===== src/design/psq_pkg.sv =====
`timescale 1ns / 1ps

package psq_pkg;

   localparam int TIMEOUT_W   = 20;
   localparam int DROP_W      = 4;
   localparam int MPP_W       = 24;
   localparam int PERIOD_W    = 16;
   localparam int ELAPSED_W   = 16;
   localparam int COUNT_W     = 32;
   localparam int SINCE_W     = 24;
   localparam int SPEED_W     = 32;
   localparam int CSR_INDEX_W = 2;
   localparam int CSR_DATA_W  = 24;
   localparam int QUEUE_DEPTH = 2;

   localparam logic [TIMEOUT_W-1:0] TIMEOUT_RESET = 20'd655;
   localparam logic [DROP_W-1:0]    DROP_RESET    = 4'd3;
   localparam logic [MPP_W-1:0]     MPP_RESET     = 24'd0;

   localparam logic KIND_PULSE = 1'b0;
   localparam logic KIND_TICK  = 1'b1;

   typedef enum logic [CSR_INDEX_W-1:0] {
      CSR_TIMEOUT = 2'd0,
      CSR_DROP    = 2'd1,
      CSR_MPP     = 2'd2
   } csr_index_type;

   typedef struct packed {
      logic [TIMEOUT_W-1:0] timeout;
      logic [DROP_W-1:0]    drop;
      logic [MPP_W-1:0]     mpp;
   } cfg_type;

   // One qualified tick handed from the front to the back.
   typedef struct packed {
      logic [COUNT_W-1:0]  path;
      logic [PERIOD_W-1:0] period;
      logic                valid;
   } tick_type;

   typedef enum logic [1:0] {
      BK_IDLE,
      BK_MUL,
      BK_DIV,
      BK_DONE
   } back_state_type;

endpackage


===== src/design/pulse_speedometer_qualifier.sv =====
`timescale 1ns / 1ps

// Pulse speedometer qualifier.
// Input queue side: push a transaction with req_kind = 0 for a captured wheel
// pulse (req_period valid) or req_kind = 1 for an update tick (req_elapsed
// valid); it is taken on a clock edge with req_push high and req_full low.
// Pulses update the counters and give no result. Each tick gives one result
// on the rsp_ side: pulse count, speed (Q16.16 m/s) and the valid flag; the
// oldest result is shown while rsp_empty is low and leaves on rsp_pop.
// The front takes one transaction per cycle while req_full is low and
// classifies ticks at once; ticks then wait in a two-entry queue for the
// back, which computes meters_per_pulse * TIMER_FREQ / period with a
// radix-4 restoring divider. A computed tick passes through the back's
// multiply, divide and done states; invalid readings and zero periods skip
// the divider, going from idle straight to done. The divider sets the
// sustained tick rate.
// When the receiver stalls, results hold in the output register, the back
// holds its finished result, and the queue fills until req_full rises; pulses
// are refused then too. Reset is synchronous: it restores the register
// defaults, clears counts and the queue, and sets the stale time to twice
// the timeout. CSR writes take effect on the next edge, with no read-back.
module pulse_speedometer_qualifier #(
   parameter int TIMER_FREQ = 50000
) (
   input  logic                              clock,
   input  logic                              reset,
   input  logic                              csr_we,
   input  logic [psq_pkg::CSR_INDEX_W-1:0]   csr_index,
   input  logic [psq_pkg::CSR_DATA_W-1:0]    csr_wdata,
   input  logic                              req_push,
   output logic                              req_full,
   input  logic                              req_kind,
   input  logic [psq_pkg::PERIOD_W-1:0]      req_period,
   input  logic [psq_pkg::ELAPSED_W-1:0]     req_elapsed,
   input  logic                              rsp_pop,
   output logic                              rsp_empty,
   output logic [psq_pkg::COUNT_W-1:0]       rsp_path,
   output logic [psq_pkg::SPEED_W-1:0]       rsp_speed,
   output logic                              rsp_valid_res
);

   psq_pkg::cfg_type  cfg_ff;
   psq_pkg::tick_type push_data;
   psq_pkg::tick_type pop_data;
   logic              q_push;
   logic              q_pop;
   logic              q_full;
   logic              q_empty;

   // Register file: mask each write to its field width, ignore unused indexes.
   always_ff @(posedge clock) begin
      if (reset) begin
         cfg_ff.timeout <= psq_pkg::TIMEOUT_RESET;
         cfg_ff.drop    <= psq_pkg::DROP_RESET;
         cfg_ff.mpp     <= psq_pkg::MPP_RESET;
      end else if (csr_we) begin
         case (psq_pkg::csr_index_type'(csr_index))
            psq_pkg::CSR_TIMEOUT: cfg_ff.timeout <= csr_wdata[psq_pkg::TIMEOUT_W-1:0];
            psq_pkg::CSR_DROP:    cfg_ff.drop    <= csr_wdata[psq_pkg::DROP_W-1:0];
            psq_pkg::CSR_MPP:     cfg_ff.mpp     <= csr_wdata[psq_pkg::MPP_W-1:0];
            default: cfg_ff <= cfg_ff;
         endcase
      end
   end

   // Front: count pulses, age the stale timer, run the validity machine.
   psq_front u_front (
      .clock       (clock),
      .reset       (reset),
      .cfg         (cfg_ff),
      .req_push    (req_push),
      .req_full    (req_full),
      .req_kind    (req_kind),
      .req_period  (req_period),
      .req_elapsed (req_elapsed),
      .q_full      (q_full),
      .q_push      (q_push),
      .q_data      (push_data)
   );

   // Decouple the front, which classifies each tick as it is taken, from the iterative divider.
   psq_fifo u_fifo (
      .clock (clock),
      .reset (reset),
      .push  (q_push),
      .wdata (push_data),
      .full  (q_full),
      .pop   (q_pop),
      .rdata (pop_data),
      .empty (q_empty)
   );

   // Back: multiply, divide, saturate and hold the result for the receiver.
   psq_back #(
      .TIMER_FREQ (TIMER_FREQ)
   ) u_back (
      .clock         (clock),
      .reset         (reset),
      .cfg_mpp       (cfg_ff.mpp),
      .q_empty       (q_empty),
      .q_data        (pop_data),
      .q_pop         (q_pop),
      .rsp_pop       (rsp_pop),
      .rsp_empty     (rsp_empty),
      .rsp_path      (rsp_path),
      .rsp_speed     (rsp_speed),
      .rsp_valid_res (rsp_valid_res)
   );

endmodule


===== src/design/psq_front.sv =====
`timescale 1ns / 1ps

module psq_front (
   input  logic                              clock,
   input  logic                              reset,
   input  psq_pkg::cfg_type                  cfg,
   input  logic                              req_push,
   output logic                              req_full,
   input  logic                              req_kind,
   input  logic [psq_pkg::PERIOD_W-1:0]      req_period,
   input  logic [psq_pkg::ELAPSED_W-1:0]     req_elapsed,
   input  logic                              q_full,
   output logic                              q_push,
   output psq_pkg::tick_type                 q_data
);

   localparam int SUM_W = psq_pkg::SINCE_W + 1;

   logic [psq_pkg::COUNT_W-1:0]  pulse_total_ff, pulse_total_in;
   logic [psq_pkg::PERIOD_W-1:0] last_period_ff, last_period_in;
   logic [psq_pkg::COUNT_W-1:0]  seen_total_ff, seen_total_in;
   logic [psq_pkg::SINCE_W-1:0]  since_ff, since_in;
   logic [psq_pkg::DROP_W-1:0]   fresh_ff, fresh_in;
   logic                         qual_ff, qual_in;

   logic                         accept;
   logic [SUM_W-1:0]             sum;
   logic [SUM_W-1:0]             triple;
   logic [SUM_W-1:0]             twice;
   logic [psq_pkg::DROP_W:0]     fresh_inc;
   logic [psq_pkg::SINCE_W-1:0]  since_tick;
   logic [psq_pkg::DROP_W-1:0]   fresh_tick;
   logic [psq_pkg::SINCE_W-1:0]  timeout_ext;
   logic                         tick_valid;

   assign req_full    = q_full;
   assign accept      = req_push && !q_full;
   assign timeout_ext = psq_pkg::SINCE_W'(cfg.timeout);

   always_comb begin
      sum       = SUM_W'(since_ff) + SUM_W'(req_elapsed);
      twice     = SUM_W'(cfg.timeout) << 1;
      triple    = twice + SUM_W'(cfg.timeout);
      fresh_inc = (psq_pkg::DROP_W + 1)'(fresh_ff) + 1'b1;
      if (seen_total_ff == pulse_total_ff) begin
         since_tick = (sum > triple) ? twice[psq_pkg::SINCE_W-1:0]
                                     : sum[psq_pkg::SINCE_W-1:0];
         fresh_tick = fresh_ff;
      end else begin
         since_tick = '0;
         fresh_tick = (fresh_inc > (psq_pkg::DROP_W + 1)'(cfg.drop)) ? cfg.drop
                                     : fresh_inc[psq_pkg::DROP_W-1:0];
      end
      if (!qual_ff) begin
         tick_valid = (since_tick < timeout_ext) && (fresh_tick >= cfg.drop);
      end else begin
         tick_valid = !(since_tick > timeout_ext);
      end
   end

   always_comb begin
      pulse_total_in = pulse_total_ff;
      last_period_in = last_period_ff;
      seen_total_in  = seen_total_ff;
      since_in       = since_ff;
      fresh_in       = fresh_ff;
      qual_in        = qual_ff;
      if (accept && req_kind == psq_pkg::KIND_PULSE) begin
         pulse_total_in = pulse_total_ff + 1'b1;
         last_period_in = req_period;
      end else if (accept) begin
         seen_total_in = pulse_total_ff;
         since_in      = since_tick;
         qual_in       = tick_valid;
         // drop out of the qualified state clears the fresh-pulse count
         fresh_in      = (qual_ff && !tick_valid) ? '0 : fresh_tick;
      end
   end

   assign q_push        = accept && req_kind == psq_pkg::KIND_TICK;
   assign q_data.path   = pulse_total_ff;
   assign q_data.period = last_period_ff;
   assign q_data.valid  = tick_valid;

   always_ff @(posedge clock) begin
      if (reset) begin
         pulse_total_ff <= '0;
         last_period_ff <= '0;
         seen_total_ff  <= '0;
         since_ff       <= psq_pkg::SINCE_W'(psq_pkg::TIMEOUT_RESET) << 1;
         fresh_ff       <= '0;
         qual_ff        <= 1'b0;
      end else begin
         pulse_total_ff <= pulse_total_in;
         last_period_ff <= last_period_in;
         seen_total_ff  <= seen_total_in;
         since_ff       <= since_in;
         fresh_ff       <= fresh_in;
         qual_ff        <= qual_in;
      end
   end

endmodule


===== src/design/psq_fifo.sv =====
`timescale 1ns / 1ps

module psq_fifo (
   input  logic              clock,
   input  logic              reset,
   input  logic              push,
   input  psq_pkg::tick_type wdata,
   output logic              full,
   input  logic              pop,
   output psq_pkg::tick_type rdata,
   output logic              empty
);

   localparam int PTR_W = $clog2(psq_pkg::QUEUE_DEPTH);
   localparam int CNT_W = $clog2(psq_pkg::QUEUE_DEPTH + 1);

   psq_pkg::tick_type    slot_ff [psq_pkg::QUEUE_DEPTH];
   logic [PTR_W-1:0]     wr_ptr_ff, wr_ptr_in;
   logic [PTR_W-1:0]     rd_ptr_ff, rd_ptr_in;
   logic [CNT_W-1:0]     count_ff, count_in;
   logic                 do_push;
   logic                 do_pop;

   assign full    = count_ff == CNT_W'(psq_pkg::QUEUE_DEPTH);
   assign empty   = count_ff == '0;
   assign do_push = push && !full;
   assign do_pop  = pop && !empty;
   assign rdata   = slot_ff[rd_ptr_ff];

   always_comb begin
      wr_ptr_in = wr_ptr_ff;
      rd_ptr_in = rd_ptr_ff;
      count_in  = count_ff;
      if (do_push) begin
         wr_ptr_in = (wr_ptr_ff == PTR_W'(psq_pkg::QUEUE_DEPTH - 1)) ? '0 : wr_ptr_ff + 1'b1;
      end
      if (do_pop) begin
         rd_ptr_in = (rd_ptr_ff == PTR_W'(psq_pkg::QUEUE_DEPTH - 1)) ? '0 : rd_ptr_ff + 1'b1;
      end
      if (do_push && !do_pop) begin
         count_in = count_ff + 1'b1;
      end else if (do_pop && !do_push) begin
         count_in = count_ff - 1'b1;
      end
   end

   always_ff @(posedge clock) begin
      if (do_push) begin
         slot_ff[wr_ptr_ff] <= wdata;
      end
   end

   always_ff @(posedge clock) begin
      if (reset) begin
         wr_ptr_ff <= '0;
         rd_ptr_ff <= '0;
         count_ff  <= '0;
      end else begin
         wr_ptr_ff <= wr_ptr_in;
         rd_ptr_ff <= rd_ptr_in;
         count_ff  <= count_in;
      end
   end

endmodule


===== src/design/psq_back.sv =====
`timescale 1ns / 1ps

module psq_back #(
   parameter int TIMER_FREQ = 50000
) (
   input  logic                           clock,
   input  logic                           reset,
   input  logic [psq_pkg::MPP_W-1:0]      cfg_mpp,
   input  logic                           q_empty,
   input  psq_pkg::tick_type              q_data,
   output logic                           q_pop,
   input  logic                           rsp_pop,
   output logic                           rsp_empty,
   output logic [psq_pkg::COUNT_W-1:0]    rsp_path,
   output logic [psq_pkg::SPEED_W-1:0]    rsp_speed,
   output logic                           rsp_valid_res
);

   localparam int FREQ_W = $clog2(TIMER_FREQ + 1);
   localparam int NUM_W  = psq_pkg::MPP_W + FREQ_W;
   localparam int ITERS  = (NUM_W + 1) / 2;
   localparam int DIV_W  = 2 * ITERS;
   localparam int CNT_W  = $clog2(ITERS);
   localparam int REM_W  = psq_pkg::PERIOD_W;

   psq_pkg::back_state_type state_ff, state_in;
   psq_pkg::tick_type       entry_ff;
   logic [DIV_W-1:0]        num_ff, num_in;
   logic [REM_W-1:0]        rem_ff, rem_in;
   logic [CNT_W-1:0]        cnt_ff;
   logic                    out_full_ff;
   logic [psq_pkg::COUNT_W-1:0] path_ff;
   logic [psq_pkg::SPEED_W-1:0] speed_ff, speed_in;
   logic                    valid_ff;

   logic                    load_out;
   logic                    div_last;
   logic                    skip;
   logic [NUM_W-1:0]        product;
   logic [REM_W:0]          r1, r1s, r2, r2s;
   logic                    ge1, ge2;

   assign div_last = cnt_ff == CNT_W'(ITERS - 1);
   assign skip     = !q_data.valid || q_data.period == '0;
   assign product  = NUM_W'(cfg_mpp) * NUM_W'(TIMER_FREQ);

   // Two restoring quotient bits per cycle; the quotient shifts into the dividend register.
   always_comb begin
      r1     = {rem_ff, num_ff[DIV_W-1]};
      ge1    = r1 >= (REM_W + 1)'(entry_ff.period);
      r1s    = ge1 ? r1 - (REM_W + 1)'(entry_ff.period) : r1;
      r2     = {r1s[REM_W-1:0], num_ff[DIV_W-2]};
      ge2    = r2 >= (REM_W + 1)'(entry_ff.period);
      r2s    = ge2 ? r2 - (REM_W + 1)'(entry_ff.period) : r2;
      rem_in = r2s[REM_W-1:0];
      num_in = {num_ff[DIV_W-3:0], ge1, ge2};
   end

   always_comb begin
      if (!entry_ff.valid || entry_ff.period == '0) begin
         speed_in = '0;
      end else if (|num_ff[DIV_W-1:psq_pkg::SPEED_W]) begin
         speed_in = '1;
      end else begin
         speed_in = num_ff[psq_pkg::SPEED_W-1:0];
      end
   end

   always_comb begin
      state_in = state_ff;
      case (state_ff)
         psq_pkg::BK_IDLE: begin
            if (!q_empty) begin
               state_in = skip ? psq_pkg::BK_DONE : psq_pkg::BK_MUL;
            end
         end
         psq_pkg::BK_MUL: state_in = psq_pkg::BK_DIV;
         psq_pkg::BK_DIV: begin
            if (div_last) begin
               state_in = psq_pkg::BK_DONE;
            end
         end
         psq_pkg::BK_DONE: begin
            if (!out_full_ff || rsp_pop) begin
               state_in = psq_pkg::BK_IDLE;
            end
         end
         default: state_in = psq_pkg::BK_IDLE;
      endcase
   end

   always_comb begin
      q_pop    = 1'b0;
      load_out = 1'b0;
      case (state_ff)
         psq_pkg::BK_IDLE: q_pop    = !q_empty;
         psq_pkg::BK_DONE: load_out = !out_full_ff || rsp_pop;
         default: begin
            q_pop    = 1'b0;
            load_out = 1'b0;
         end
      endcase
   end

   always_ff @(posedge clock) begin
      if (q_pop) begin
         entry_ff <= q_data;
      end
      if (state_ff == psq_pkg::BK_MUL) begin
         num_ff <= DIV_W'(product);
         rem_ff <= '0;
         cnt_ff <= '0;
      end else if (state_ff == psq_pkg::BK_DIV) begin
         num_ff <= num_in;
         rem_ff <= rem_in;
         cnt_ff <= cnt_ff + 1'b1;
      end
      if (load_out) begin
         path_ff  <= entry_ff.path;
         speed_ff <= speed_in;
         valid_ff <= entry_ff.valid;
      end
   end

   always_ff @(posedge clock) begin
      if (reset) begin
         state_ff    <= psq_pkg::BK_IDLE;
         out_full_ff <= 1'b0;
      end else begin
         state_ff <= state_in;
         if (load_out) begin
            out_full_ff <= 1'b1;
         end else if (rsp_pop) begin
            out_full_ff <= 1'b0;
         end
      end
   end

   assign rsp_empty     = !out_full_ff;
   assign rsp_path      = path_ff;
   assign rsp_speed     = speed_ff;
   assign rsp_valid_res = valid_ff;

endmodule

===== config.mk =====
export PLATFORM = sky130hd
export DESIGN_NAME = pulse_speedometer_qualifier
export DESIGN_NICKNAME = d
export VERILOG_FILES = /design/src/design/psq_pkg.sv /design/src/design/pulse_speedometer_qualifier.sv /design/src/design/psq_front.sv /design/src/design/psq_fifo.sv /design/src/design/psq_back.sv
export SDC_FILE = /design/constraint.sdc
export NUM_CORES = 1
export LEC_CHECK = 0
export BUFFER_PORTS_ARGS = -buffer_cell sky130_fd_sc_hd__clkbuf_2
export CAP_MARGIN = 20
export CORE_MARGIN = 2
export CORE_UTILIZATION = 63
export DETAILED_ROUTE_END_ITERATION = 10
export GPL_TIMING_DRIVEN = 0
export PLACE_DENSITY = 0.87
export SKIP_CTS_REPAIR_TIMING = 1
export SYNTH_ARGS = -nofsm -noshare
export SYNTH_HDL_FRONTEND = slang
export SYNTH_SLANG_ARGS = --single-unit

===== constraint.sdc =====
create_clock -name clock -period 6.75 [get_ports clock]
set_input_delay 0.3375 -clock clock [delete_from_list [all_inputs] [get_ports clock]]
set_output_delay 0.3375 -clock clock [all_outputs]
set_load 0.03 [all_outputs]

==> results.tsv <==
metric	value	unit
YS warnings	0	
r2r setup slk	260	ps
max-cap violations	0	
filler instances	2823	
Worst Hold Class	input port to flip-flop	
worst rel slew slack	24.5	%
synthesized area	26100	µm²
Final Hold Viols	2	
Antenna Nets Post-Route	0	
DR iter-0 viols	1418	
Syn Area/Cell	10.3	µm²
Syn-to-layout area delta	12.3	%
Post-Synth Simple-Gate Area	12.2	%
Leak	12.5	nW
fin crit share	96.1	%
routed len/inst	20.2	µm
post-detail-place hpwl	50800	µm
Slew Viols, Final	0	
Max H-tree Level	2	
synth top area cells	edfxtp_1, dfxtp_1, ha_1, fa_1, nand2_1	
failing checks	negative hold slack	
nature of the critical path startpoint	flip-flop	
Initial Utilization	63.9	%
hold slack	-9.50	ps
Worst Setup End Kind	flip-flop	
Most used DFF post-synth	edfxtp_1	
EDFF count, synth	248	
critical path's slowest cell	or4b_4	
largest net degree at the start of global routing	35	
cell mode on critical path	a21o_1	
FF-to-FF Start	u_front.since_ff[0]	
Inserted Clock Buffers	45	
syn_nets	2945	
largest area contributor in the netlist	edfxtp_1	
Peak VDD IR	330	µV
Hold Path Sink	u_front.last_period_ff[7]	
CTS Root Cell	clkbuf_16	
Layout Nets	3137	
Layout Skew	33.4	ps
initial antenna violation count	5	
Period minus WS final	6490	ps
sequential element share of the synthesized area	43.0	%
DRC	0	
status	finished with violations	
vias in the first global route	20600	
setup TNS	0	ps
Fmax achieved	154	MHz
Setup CP Type	flip-flop to flip-flop	
Synth Area in XOR/XNOR	4.89	%
Final setup violation count	0	
core area	40900	µm²
Compound-Gate Fraction of Synth Area	13.7	%
Clock Latency Late Sink	610	ps
TritonCTS clock tree	done	
RR Endpoint	u_front.fresh_ff[0]	
TritonRoute pass-1 iters	7	
number of synthesized register bits	438	
Reg clk slew, reported paths	60	ps
FF/Latch Area	11300	µm²
fraction of layout cells with a size suffix above 1	11.5	%
Reg2Reg Depth	25	
min-delay src	req_period[7]	
worst path required time	7280	ps
Synth Area in Adders	18.6	%
share of Yosys cell area claimed by the top area cell type	28.5	%
Distinct cells, synth	76	
vias	20200	
Die Ht	208	µm
GRT overflow	0	
Routed WL	66700	µm
Die X	208	µm
drt via density	6.13	
multi-input logic area	13900	µm²
top-level I/O count	131	
CTS Buffer Depth	3	
Synth async-reset ratio	0	%
Power Density	374	nW/µm²
mux cell area share after synthesis	3.33	%
Worst-Margin Slew	1130	ps
WP data arrival	7020	ps
GP Congestion	0.925	
Slowest Stage Delay on Critical Path	510	ps
hold depth	3	
die area	43200	µm²
Post-Synthesis Cells	2540	
first-pass GRT wire length	106000	µm
crit path max fanout	10	
Rows	74	
Port Buf Inserts	130	
CTS sink count	438	
largest family of logic cells by synthesized area	adder cells	
GRT Overall Usage	30.5	%
-- final cells by class --
class | instances | share of cell area, %
tap | 532 | 2.27
multi-input combinational | 1810 | 47.4
clock inverter | 23 | 0.984
buffer | 87 | 1.15
timing repair buffer | 146 | 3.01
sequential | 438 | 38.3
antenna | 3 | 0.0256
inverter | 204 | 2.61
clock buffer | 61 | 4.24
-- routing by layer --
metal / track usage (%) / vias to the layer above / share of wire (%)
li1: - / 9449 / -
met1: 38.7 / 9762 / 41
met2: 52.2 / 834 / 49
met3: 4.81 / 200 / 6.5
met4: 12.3 / 4 / 3.9
met5: 0 / - / 0.045
-- critical path, delay by kind of cell (launching register included) --
family                   cells  cell delay [ps]
XOR/XNOR                     1              160
adder cells (fa/ha/maj)      4             1270
AO/OA/AOI/OAI               15             3310
flip-flops                   1              360
AND/OR/NAND/NOR              3              860
buffers and inverters        1              270
multiplexers                 1              160
-- kinds of logic (layout without fill, tap and decap cells) --
logic type	count (synthesis)	after routing
AOI/OAI and AO/OA	554	554
xor gates and xnor gates	146	146
adders and majority gates	341	341
buffers and inverters	292	521
DFF	438	438
muxes	79	79
other	0	3
and+or+nand+nor	690	690
-- sequential cells by signal, indices dropped and copies added, names as in the netlist, 2 cells and up, named ones only --
name,flops
cfg_ff,48
u_back.cnt_ff,5
u_back.entry_ff,49
u_back.num_ff,40
u_back.rem_ff,16
u_back.rsp_path,32
u_back.rsp_speed,32
u_back.state_ff,2
u_fifo.count_ff,2
u_fifo.slot_ff,98
u_front.fresh_ff,4
u_front.last_period_ff,16
u_front.pulse_total_ff,32
u_front.seen_total_ff,32
u_front.since_ff,24
-- how the worst max path moves through the flow --
stage                        start                   to  slack, ps  cells after the start
2_1_floorplan           cfg_ff[28]  u_front.fresh_ff[3]        900                     29
3_3_place_gp            cfg_ff[28]  u_front.fresh_ff[0]       -180                     28
3_5_place_dp            cfg_ff[28]  u_front.fresh_ff[0]       -190                     31
4_1_cts                 cfg_ff[28]  u_front.fresh_ff[0]       -370                     28
5_1_grt         u_back.entry_ff[2]    u_back.rem_ff[10]        -20                     24
6_report       u_front.since_ff[0]  u_front.fresh_ff[0]        260                     25
-- report_power, final --
group	internal (mW)	total (mW)	switching (mW)
Combinational	1.85	4.76	2.91
Sequential	3.41	3.67	0.257
Clock	1.44	2.56	1.12
Total	6.70	11.0	4.29
-- cells in the final DEF (no fill, tap or decap), types with 23 or more instances in the layout --
cell type / Yosys / routed
nand2_1: 279 / 279
nor3_1: 29 / 27
a21oi_1: 197 / 194
ha_1: 261 / 261
clkbuf_16: 0 / 46
and3_1: 32 / 32
mux2i_1: 24 / 23
nand3_1: 47 / 47
clkbuf_2: 0 / 130
mux2_2: 52 / 52
inv_1: 204 / 203
clkbuf_1: 77 / 86
xor2_1: 64 / 64
a22o_1: 24 / 24
o21ai_0: 92 / 88
fa_1: 80 / 80
nand4_1: 36 / 36
edfxtp_1: 248 / 248
xnor2_1: 82 / 81
a21o_1: 36 / 36
dfxtp_1: 190 / 185
nor2_1: 153 / 150
o21a_1: 57 / 57
-- per-stage QoR --
stage | instance area, µm² | setup slack [ps] | cells | total power, mW | util, %
2_1_floorplan | 26100 | 895 | 2540 | 7.00 | -
3_5_place_dp | 27600 | -192 | 3208 | 8.27 | 67.5
5_1_grt | 29400 | -22.7 | 3304 | 11.6 | 71.7
3_3_place_gp | 27500 | -176 | 3202 | 8.07 | 67.1
4_1_cts | 29200 | -373 | 3292 | 10.8 | 71.2
6_report | 29400 | 261 | 3304 | 11.0 | 71.7
-- cells in the mapped netlist (16+ instances only) --
master,number
o21a_1,57
xor2_1,64
nor4_1,17
a22o_1,24
nand4_1,36
or3_1,16
mux2i_1,24
nand2_1,279
o31ai_1,20
ha_1,261
a21o_1,36
clkbuf_1,77
o21ai_0,92
a21oi_1,197
edfxtp_1,248
dfxtp_1,190
nand2b_1,21
a211oi_1,18
nor2_1,153
nor3_1,29
inv_1,204
xnor2_1,82
mux2_2,52
and3_1,32
nand3_1,47
fa_1,80
No activity file was read; power rests on OpenSTA's default activity.
